===== config.mk =====
export PLATFORM = sky130hd
export DESIGN_NAME = signed_integer_to_custom_radix_digits
export DESIGN_NICKNAME = d
export VERILOG_FILES = /design/src/hw/rtl/sirc_pkg.sv /design/src/hw/rtl/sirc_queue.sv /design/src/hw/rtl/sirc_front.sv /design/src/hw/rtl/sirc_back.sv /design/src/hw/rtl/signed_integer_to_custom_radix_digits.sv
export SDC_FILE = /design/constraint.sdc
export NUM_CORES = 1
export LEC_CHECK = 0
export BUFFER_PORTS_ARGS = -buffer_cell sky130_fd_sc_hd__buf_2
export CORE_MARGIN = 2
export CORE_UTILIZATION = 50
export CTS_BUF_LIST = sky130_fd_sc_hd__clkbuf_8
export CTS_CLUSTER_SIZE = 24
export DETAILED_ROUTE_END_ITERATION = 10
export GPL_ROUTABILITY_DRIVEN = 0
export PLACE_DENSITY_LB_ADDON = 0.15
export SLEW_MARGIN = 20
export SYNTH_ARGS = -nofsm -noshare
export SYNTH_HDL_FRONTEND = slang
export SYNTH_SLANG_ARGS = --single-unit

===== constraint.sdc =====
create_clock -name clk -period 14.3 [get_ports clk]
set_clock_uncertainty 0.05 [all_clocks]
set_input_delay 4.29 -clock clk [delete_from_list [all_inputs] [get_ports clk]]
set_output_delay 4.29 -clock clk [all_outputs]
set_load 0.05 [all_outputs]

===== src/hw/rtl/sirc_pkg.sv =====
// Shared types and constants for the signed integer to radix digits converter.
// Used by sirc_front, sirc_queue, sirc_back and the top level.
`default_nettype none

package sirc_pkg;

	localparam int VALUE_WIDTH = 32;
	localparam int IN_W        = 32;
	localparam int MAX_RADIX   = 16;
	localparam int NCHARS      = 16;
	localparam int CHAR_W      = 8;
	localparam int CFG_W       = 64;
	localparam int CFG_IDX_W   = 2;
	localparam int RADIX_W     = 5;
	localparam int DIG_W       = $clog2(MAX_RADIX);

	// long division works on the magnitude one chunk per cycle
	localparam int CHUNK   = 8;
	localparam int NCHUNK  = (VALUE_WIDTH + CHUNK - 1) / CHUNK;
	localparam int MAG_W   = NCHUNK * CHUNK;
	localparam int CIDX_W  = (NCHUNK > 1) ? $clog2(NCHUNK) : 1;
	localparam int NDIG_W  = $clog2(VALUE_WIDTH + 1);
	localparam int STK_W   = VALUE_WIDTH * DIG_W;

	localparam int Q_DEPTH = 2;
	localparam int QPTR_W  = 1;
	localparam int QCNT_W  = 2;

	localparam logic [CHAR_W-1:0] NUL_CHAR   = 8'd0;
	localparam logic [CHAR_W-1:0] PLUS_CHAR  = 8'd43;
	localparam logic [CHAR_W-1:0] MINUS_CHAR = 8'd45;

	localparam logic [CFG_IDX_W-1:0] CFG_CHARS_LOW  = 2'd0;
	localparam logic [CFG_IDX_W-1:0] CFG_CHARS_HIGH = 2'd1;
	localparam logic [CFG_IDX_W-1:0] CFG_RADIX      = 2'd2;

	typedef struct packed {
		logic [NCHARS-1:0][CHAR_W-1:0] chars;
		logic [RADIX_W-1:0]            radix;
	} alpha_t;

	typedef struct packed {
		logic             neg;
		logic [MAG_W-1:0] mag;
	} q_entry_t;

	typedef enum logic [1:0] {
		B_IDLE,
		B_DIV,
		B_SIGN,
		B_EMIT
	} back_state_t;

endpackage

`default_nettype wire


===== src/hw/rtl/sirc_queue.sv =====
// Two-entry queue between the front and back of the converter.
// Depends on sirc_pkg for the entry type.
`default_nettype none

module sirc_queue (
	input  wire logic               clk,
	input  wire logic               arst_n,
	input  wire logic               wr,
	input  wire sirc_pkg::q_entry_t din,
	output logic                    full,
	input  wire logic               rd,
	output sirc_pkg::q_entry_t      dout,
	output logic                    empty
);
	import sirc_pkg::*;

	q_entry_t          mem_q [Q_DEPTH];
	logic [QPTR_W-1:0] wptr_q;
	logic [QPTR_W-1:0] rptr_q;
	logic [QCNT_W-1:0] cnt_q;
	logic              do_wr;
	logic              do_rd;

	assign full  = (cnt_q == QCNT_W'(Q_DEPTH));
	assign empty = (cnt_q == '0);
	assign do_wr = wr && !full;
	assign do_rd = rd && !empty;
	assign dout  = mem_q[rptr_q];

	always_ff @(posedge clk or negedge arst_n) begin
		if (!arst_n) begin
			wptr_q <= '0;
			rptr_q <= '0;
			cnt_q  <= '0;
		end else begin
			if (do_wr)
				wptr_q <= wptr_q + 1'b1;
			if (do_rd)
				rptr_q <= rptr_q + 1'b1;
			if (do_wr && !do_rd)
				cnt_q <= cnt_q + 1'b1;
			else if (do_rd && !do_wr)
				cnt_q <= cnt_q - 1'b1;
		end
	end

	always_ff @(posedge clk) begin
		if (do_wr)
			mem_q[wptr_q] <= din;
	end

endmodule

`default_nettype wire


===== src/hw/rtl/sirc_front.sv =====
// Front end: input register, alphabet check, sign split and magnitude.
// Depends on sirc_pkg; feeds sirc_queue.
`default_nettype none

module sirc_front (
	input  wire logic                   clk,
	input  wire logic                   arst_n,
	input  wire logic                   push,
	input  wire logic [sirc_pkg::IN_W-1:0] value,
	output logic                        full,
	input  wire sirc_pkg::alpha_t       alpha,
	input  wire logic                   q_full,
	output logic                        q_wr,
	output sirc_pkg::q_entry_t          q_din
);
	import sirc_pkg::*;

	logic [VALUE_WIDTH-1:0] val_s1;
	logic                   vld_s1;
	logic                   alpha_ok_q;
	logic                   alpha_ok;
	logic                   advance;
	logic                   take;
	logic                   neg;
	logic [VALUE_WIDTH-1:0] mag;

	// alphabet check, registered once per cycle from the config registers
	always_comb begin
		alpha_ok = (alpha.radix >= RADIX_W'(2)) && (alpha.radix <= RADIX_W'(MAX_RADIX));
		for (int i = 0; i < MAX_RADIX; i++) begin
			if (RADIX_W'(i) < alpha.radix) begin
				if (alpha.chars[i] == NUL_CHAR || alpha.chars[i] == PLUS_CHAR ||
				    alpha.chars[i] == MINUS_CHAR)
					alpha_ok = 1'b0;
				for (int j = i + 1; j < MAX_RADIX; j++) begin
					if (RADIX_W'(j) < alpha.radix && alpha.chars[i] == alpha.chars[j])
						alpha_ok = 1'b0;
				end
			end
		end
	end

	// an item with a bad alphabet is dropped without output
	assign advance = vld_s1 && (!alpha_ok_q || !q_full);
	assign full    = vld_s1 && !advance;
	assign take    = push && !full;
	assign q_wr    = vld_s1 && alpha_ok_q && !q_full;

	assign neg       = val_s1[VALUE_WIDTH-1];
	assign mag       = neg ? (~val_s1 + 1'b1) : val_s1;
	assign q_din.neg = neg;
	assign q_din.mag = MAG_W'(mag);

	always_ff @(posedge clk or negedge arst_n) begin
		if (!arst_n) begin
			vld_s1     <= 1'b0;
			alpha_ok_q <= 1'b0;
		end else begin
			alpha_ok_q <= alpha_ok;
			if (take)
				vld_s1 <= 1'b1;
			else if (advance)
				vld_s1 <= 1'b0;
		end
	end

	always_ff @(posedge clk) begin
		if (take)
			val_s1 <= value[VALUE_WIDTH-1:0];
	end

endmodule

`default_nettype wire


===== src/hw/rtl/sirc_back.sv =====
// Back end: chunk-serial division by the radix, digit stack, character output.
// Depends on sirc_pkg; reads from sirc_queue.
`default_nettype none

module sirc_back (
	input  wire logic                       clk,
	input  wire logic                       arst_n,
	input  wire sirc_pkg::alpha_t           alpha,
	input  wire logic                       q_empty,
	input  wire sirc_pkg::q_entry_t         q_dout,
	output logic                            q_rd,
	output logic                            empty,
	input  wire logic                       pop,
	output logic [sirc_pkg::CHAR_W-1:0]     character,
	output logic                            last
);
	import sirc_pkg::*;

	back_state_t         state_q;
	back_state_t         state_nx;
	logic [MAG_W-1:0]    mag_q;
	logic [CIDX_W-1:0]   idx_q;
	logic [DIG_W-1:0]    rem_q;
	logic                neg_q;
	logic [STK_W-1:0]    stack_q;
	logic [NDIG_W-1:0]   ndig_q;
	logic                ovld_q;
	logic [CHAR_W-1:0]   ochar_q;
	logic                olast_q;

	logic [CHUNK-1:0]    cur_chunk;
	logic [CHUNK-1:0]    q_chunk;
	logic [DIG_W-1:0]    rem_new;
	logic [RADIX_W-1:0]  trial;
	logic [MAG_W-1:0]    mag_next;
	logic                mag_zero;
	logic                ld_ok;
	logic                out_ld;
	logic [CHAR_W-1:0]   out_char;
	logic                out_last;
	logic                push_dig;
	logic                pop_dig;

	function automatic logic [CIDX_W-1:0] top_chunk(input logic [MAG_W-1:0] m);
		logic [CIDX_W-1:0] t;
		t = '0;
		for (int c = 0; c < NCHUNK; c++) begin
			if (|m[c*CHUNK +: CHUNK])
				t = CIDX_W'(c);
		end
		return t;
	endfunction

	// one chunk of restoring division per cycle
	always_comb begin
		cur_chunk = mag_q[idx_q*CHUNK +: CHUNK];
		q_chunk   = '0;
		rem_new   = rem_q;
		trial     = '0;
		for (int k = CHUNK - 1; k >= 0; k--) begin
			trial = RADIX_W'({rem_new, cur_chunk[k]});
			if (trial >= alpha.radix) begin
				q_chunk[k] = 1'b1;
				trial      = trial - alpha.radix;
			end
			rem_new = trial[DIG_W-1:0];
		end
		mag_next = mag_q;
		mag_next[idx_q*CHUNK +: CHUNK] = q_chunk;
	end

	assign mag_zero = (mag_next == '0);
	assign ld_ok    = !ovld_q || pop;

	always_comb begin
		state_nx = state_q;
		unique case (state_q)
			B_IDLE: begin
				if (!q_empty)
					state_nx = B_DIV;
			end
			B_DIV: begin
				if (idx_q == '0 && mag_zero)
					state_nx = neg_q ? B_SIGN : B_EMIT;
			end
			B_SIGN: begin
				if (ld_ok)
					state_nx = B_EMIT;
			end
			B_EMIT: begin
				if (ld_ok && ndig_q == NDIG_W'(1))
					state_nx = B_IDLE;
			end
			default: state_nx = B_IDLE;
		endcase
	end

	always_comb begin
		q_rd     = 1'b0;
		out_ld   = 1'b0;
		out_char = alpha.chars[stack_q[DIG_W-1:0]];
		out_last = 1'b0;
		push_dig = 1'b0;
		pop_dig  = 1'b0;
		unique case (state_q)
			B_IDLE: q_rd = !q_empty;
			B_DIV:  push_dig = (idx_q == '0);
			B_SIGN: begin
				out_ld   = ld_ok;
				out_char = MINUS_CHAR;
			end
			B_EMIT: begin
				out_ld   = ld_ok;
				pop_dig  = ld_ok;
				out_last = (ndig_q == NDIG_W'(1));
			end
			default: q_rd = 1'b0;
		endcase
	end

	always_ff @(posedge clk or negedge arst_n) begin
		if (!arst_n) begin
			state_q <= B_IDLE;
			ovld_q  <= 1'b0;
			ndig_q  <= '0;
		end else begin
			state_q <= state_nx;
			if (out_ld)
				ovld_q <= 1'b1;
			else if (pop)
				ovld_q <= 1'b0;
			if (q_rd)
				ndig_q <= '0;
			else if (push_dig)
				ndig_q <= ndig_q + 1'b1;
			else if (pop_dig)
				ndig_q <= ndig_q - 1'b1;
		end
	end

	always_ff @(posedge clk) begin
		if (q_rd) begin
			mag_q <= q_dout.mag;
			neg_q <= q_dout.neg;
			idx_q <= top_chunk(q_dout.mag);
			rem_q <= '0;
		end else if (state_q == B_DIV) begin
			mag_q <= mag_next;
			if (idx_q != '0) begin
				idx_q <= idx_q - 1'b1;
				rem_q <= rem_new;
			end else begin
				idx_q <= top_chunk(mag_next);
				rem_q <= '0;
			end
		end
		if (push_dig)
			stack_q <= {stack_q[STK_W-DIG_W-1:0], rem_new};
		else if (pop_dig)
			stack_q <= stack_q >> DIG_W;
		if (out_ld) begin
			ochar_q <= out_char;
			olast_q <= out_last;
		end
	end

	assign empty     = !ovld_q;
	assign character = ochar_q;
	assign last      = olast_q;

endmodule

`default_nettype wire


===== src/hw/rtl/signed_integer_to_custom_radix_digits.sv =====
// Top level: signed integer to characters in a configured digit alphabet.
// Instantiates sirc_front, sirc_queue and sirc_back; depends on sirc_pkg.
//
//  channel   handshake          payload
//  input     push / full        value[31:0] (signed)
//  result    empty / pop        character[7:0], last
//  config    cfg_we             cfg_index[1:0], cfg_data[63:0]
//
// The back divides the magnitude by the radix one 8-bit chunk per cycle, starting at
// the highest nonzero chunk; each full pass yields one digit, least significant first.
// After the last pass it emits a minus sign if the value is negative, then the digits
// most significant first, stalling while the output holds a character not yet popped.
// Front and back stall independently; a two-entry queue sits between them.
// Reset clears the config registers (alphabet invalid) and all control state.
`default_nettype none

module signed_integer_to_custom_radix_digits (
	input  wire logic                             clk,
	input  wire logic                             arst_n,
	input  wire logic                             push,
	output logic                                  full,
	input  wire logic signed [sirc_pkg::IN_W-1:0] value,
	output logic                                  empty,
	input  wire logic                             pop,
	output logic [sirc_pkg::CHAR_W-1:0]           character,
	output logic                                  last,
	input  wire logic                             cfg_we,
	input  wire logic [sirc_pkg::CFG_IDX_W-1:0]   cfg_index,
	input  wire logic [sirc_pkg::CFG_W-1:0]       cfg_data
);
	import sirc_pkg::*;

	logic [CFG_W-1:0]   chars_lo_q;
	logic [CFG_W-1:0]   chars_hi_q;
	logic [RADIX_W-1:0] radix_q;
	alpha_t             alpha;
	logic               q_full;
	logic               q_empty;
	logic               q_wr;
	logic               q_rd;
	q_entry_t           q_din;
	q_entry_t           q_dout;

	always_ff @(posedge clk or negedge arst_n) begin
		if (!arst_n) begin
			chars_lo_q <= '0;
			chars_hi_q <= '0;
			radix_q    <= '0;
		end else if (cfg_we) begin
			unique case (cfg_index)
				CFG_CHARS_LOW:  chars_lo_q <= cfg_data;
				CFG_CHARS_HIGH: chars_hi_q <= cfg_data;
				CFG_RADIX:      radix_q    <= cfg_data[RADIX_W-1:0];
				default: ;
			endcase
		end
	end

	assign alpha.chars = {chars_hi_q, chars_lo_q};
	assign alpha.radix = radix_q;

	sirc_front u_front (
		.clk    (clk),
		.arst_n (arst_n),
		.push   (push),
		.value  (value),
		.full   (full),
		.alpha  (alpha),
		.q_full (q_full),
		.q_wr   (q_wr),
		.q_din  (q_din)
	);

	sirc_queue u_queue (
		.clk    (clk),
		.arst_n (arst_n),
		.wr     (q_wr),
		.din    (q_din),
		.full   (q_full),
		.rd     (q_rd),
		.dout   (q_dout),
		.empty  (q_empty)
	);

	sirc_back u_back (
		.clk       (clk),
		.arst_n    (arst_n),
		.alpha     (alpha),
		.q_empty   (q_empty),
		.q_dout    (q_dout),
		.q_rd      (q_rd),
		.empty     (empty),
		.pop       (pop),
		.character (character),
		.last      (last)
	);

	a_queue_sane: assert property (@(posedge clk) disable iff (!arst_n)
		!(q_full && q_empty))
		else $error("queue both full and empty");

	a_char_nonzero: assert property (@(posedge clk) disable iff (!arst_n)
		!empty |-> (character != NUL_CHAR))
		else $error("zero byte on result");

	a_last_not_sign: assert property (@(posedge clk) disable iff (!arst_n)
		(!empty && last) |-> (character != MINUS_CHAR))
		else $error("run ends with minus sign");

	a_wr_only_room: assert property (@(posedge clk) disable iff (!arst_n)
		q_wr |-> !q_full)
		else $error("queue write while full");

endmodule

`default_nettype wire


==> results_dict.tcl <==
set metrics [dict create \
    timing.max_slew.rel_slack_pct 17.9 \
    min_period_ps 13390 \
    netlist.top_cell.by_area "edfxtp_1" \
    cts_made_buffers 77 \
    setup.worst_path.end_class "register" \
    timing.final.hold_violations 0 \
    nets_in_the_synthesized_netlist 3533 \
    flow.area_growth_from_synthesis_pct 8.92 \
    vertical_die_dimension_um 261 \
    cp_slowest_cell "or4_1" \
    synth.top_cells.by_count "xnor2_1, nand2_1, edfxtp_1" \
    type_of_element_launching_the_critical_path "register" \
    crit_required_ps 14820 \
    post_cts_resized 0 \
    first_pass_grt_wire_length_um 167000 \
    yosysMostFrequentCell "xnor2_1" \
    synth-edff-count 270 \
    maxClockFrequency_mhz 74.7 \
    finalMaxSlewViolations 0 \
    most_used_cell_cp "ha_1" \
    grt_start_max_net_pins 83 \
    timing_worst_setup_path_type "reg2reg" \
    synth_top_cell_area_share_pct 24.6 \
    drt-wirelength-per-cell_um 25.9 \
    finalWirelength_um 111000 \
    unrepaired_setup_endpoints_after_global_routing "no" \
    ant_nets 0 \
    drc 0 \
    grt_overflow 0 \
    design.die.area_um2 68100 \
    fin_crit_sh_pct 93.6 \
    clockBufferDepth 3 \
    tritoncts "built" \
    vias_per_cell 6.37 \
    synthesis.instances 3367 \
    ctsHoldBuffers 0 \
    synth.top_cells.by_area "edfxtp_1, xnor2_1, dfrtp_1" \
    post-dp-hpwl_um 70400 \
    htree_num_levels 3 \
    cpPeakStageDelay_ps 500 \
    initial_utilization_pct 50.4 \
    cts.reportedPaths.clkPinSlew_ps 60 \
    synth_cell_types 73 \
    dr_total_vias 27300 \
    nNetsFinal 3525 \
    netlist_area_um2 33000 \
    crit_fanout 20 \
    grt_usage_pct 32.4 \
    floorplan.io_pins 114 \
    port_buffers 113 \
    yosysWarnings 0 \
    ys_dominant_reg_cell "edfxtp_1" \
    core_area_um2 65500 \
    worst-slew-pin-transition_ps 1230 \
    post_route_cells_drive_above_1_share_pct 17.4 \
    core.rowCount 94 \
    cap_violations 0 \
    clock_sink_count 422 \
    synth_sequential_area_ratio_pct 36.0 \
    postCtsSetupRepairBufs 0 \
    grt_antenna_before_repair 4 \
    layout.filler_cells 5645 \
    finalSetupViolations 0 \
    worst_skew_pair.late_latency_ps 690 \
    async_reset_ff_share_pct 35.1 \
    first_global_vias 27000 \
    worst_hold_path_type "reg2reg" \
    cp_data_arrival_time_ps 13910 \
    die_w_um 261 \
    synth.ff_latch_count 422 \
    outcome "finished, final reports clean" \
    drt_pass1_iterations 6 \
    clockRootBuffer "clkbuf_8" \
    syn-mean-instance-area_um2 9.80 \
    initialDrtViolationCount 3591 \
    setup-tns-final_ps 0 \
]
-- per-stage QoR --
| step | worst slack, ps | hold WS (ps) | utilization (%) | cell area [µm²] | cells |
|---|---|---|---|---|---|
| 2_1_floorplan | 1840 | 404 | - | 33000 | 3367 |
| 3_3_place_gp | 1080 | 437 | 52.5 | 34400 | 4144 |
| 3_5_place_dp | 604 | 434 | 52.5 | 34400 | 4144 |
| 4_1_cts | 509 | 444 | 54.8 | 35900 | 4281 |
| 5_1_grt | 41.4 | 461 | 54.9 | 35900 | 4282 |
| 6_report | 915 | 450 | 54.9 | 35900 | 4284 |
-- final timing paths --
check                                                  start                            end  slack (ps)  cells past startpoint
worst max register to register     u_back.idx_q[0]$_DFFE_PP_  u_back.state_q[0]$_DFFE_PN0P_         910                     51
max in group asynchronous                             arst_n         radix_q[4]$_DFFE_PN0P_        9170                      2
worst min register to register  u_back.rem_q[3]$_SDFFE_PP0P_   u_back.rem_q[3]$_SDFFE_PP0P_         450                      2
worst min-delay path            u_back.rem_q[3]$_SDFFE_PP0P_   u_back.rem_q[3]$_SDFFE_PP0P_         450                      2
min in group asynchronous                             arst_n     chars_lo_q[57]$_DFFE_PN0P_        3610                      1
worst max-delay path               u_back.idx_q[0]$_DFFE_PP_  u_back.state_q[0]$_DFFE_PN0P_         910                     51
-- layout by cell type, fill, tap and decap left out, drive strengths merged, types with 8 or more instances in the layout --
master and instances:
clkbuf 87, nand2b 16, nand3 23, a21oi 78, a21o 14, o21ai 55
nor4 84, o31ai 10, or4 26, and3 8, nand4 195, nor2 44
ha 55, buf 257, or2 11, xnor2 796, mux2i 42, xor2 235
dfrtp 148, nor2b 11, edfxtp 270, mux4 42, fa 8, nor3 95
inv 68, mux2 157, a31oi 37, clkinv 15, nand2 412, a221oi 29
-- routing by layer --
| layer | vias up | routed length (µm) | track usage [%] |
|---|---|---|---|
| li1 | 11700 | - | - |
| met1 | 13200 | 43300 | 42.3 |
| met2 | 1810 | 45800 | 46.7 |
| met3 | 593 | 13900 | 10.3 |
| met4 | 4 | 7930 | 19.8 |
| met5 | - | 69 | 0.570 |
-- cell type report --
type	instances	area, µm²	share of cell area, %
clock buffers	87	1200	3.33
clock inverters	50	300	0.836
repair buffers	257	1650	4.60
inverters	37	141	0.393
flip-flops and latches	422	11900	33.1
diodes	3	7.51	0.0209
multi-input cells	2564	19700	54.7
well taps	864	1080	3.01
-- cell families (layout without fill, tap and decap cells) --
logic type | after synthesis | after routing | synth area share (%)
muxes | 241 | 241 | 9.50
and+or+nand+nor | 949 | 949 | 14.4
xor gates and xnor gates | 1031 | 1031 | 27.4
other | 0 | 3 | 0
DFF | 422 | 422 | 36.0
AOI/OAI and AO/OA | 280 | 280 | 5.62
buffers and inverters | 381 | 431 | 4.55
adders and majority gates | 63 | 63 | 2.57
-- state kept, by name, indices dropped and copies added, names as in the netlist, 5 cells and up --
signal,flops
chars_hi_q,64
radix_q,5
u_front.val_s1,32
chars_lo_q,64
u_back.character,8
u_back.stack_q,128
u_back.ndig_q,6
u_back.mag_q,32
u_queue.mem_q,66
-- critical path: cells and delay by family, from the launching register on --
kind                     cells  cell delay, ps
adder cells (fa/ha/maj)      8            2480
buffers and inverters        3             680
multiplexers                 7            2490
flip-flops                   1             320
AND/OR/NAND/NOR              8            2100
AO/OA/AOI/OAI               25            5090
Power is left out: the tool's default activity adds up to more than one toggle a clock period on the data nets, which glitch-free logic cannot reach.
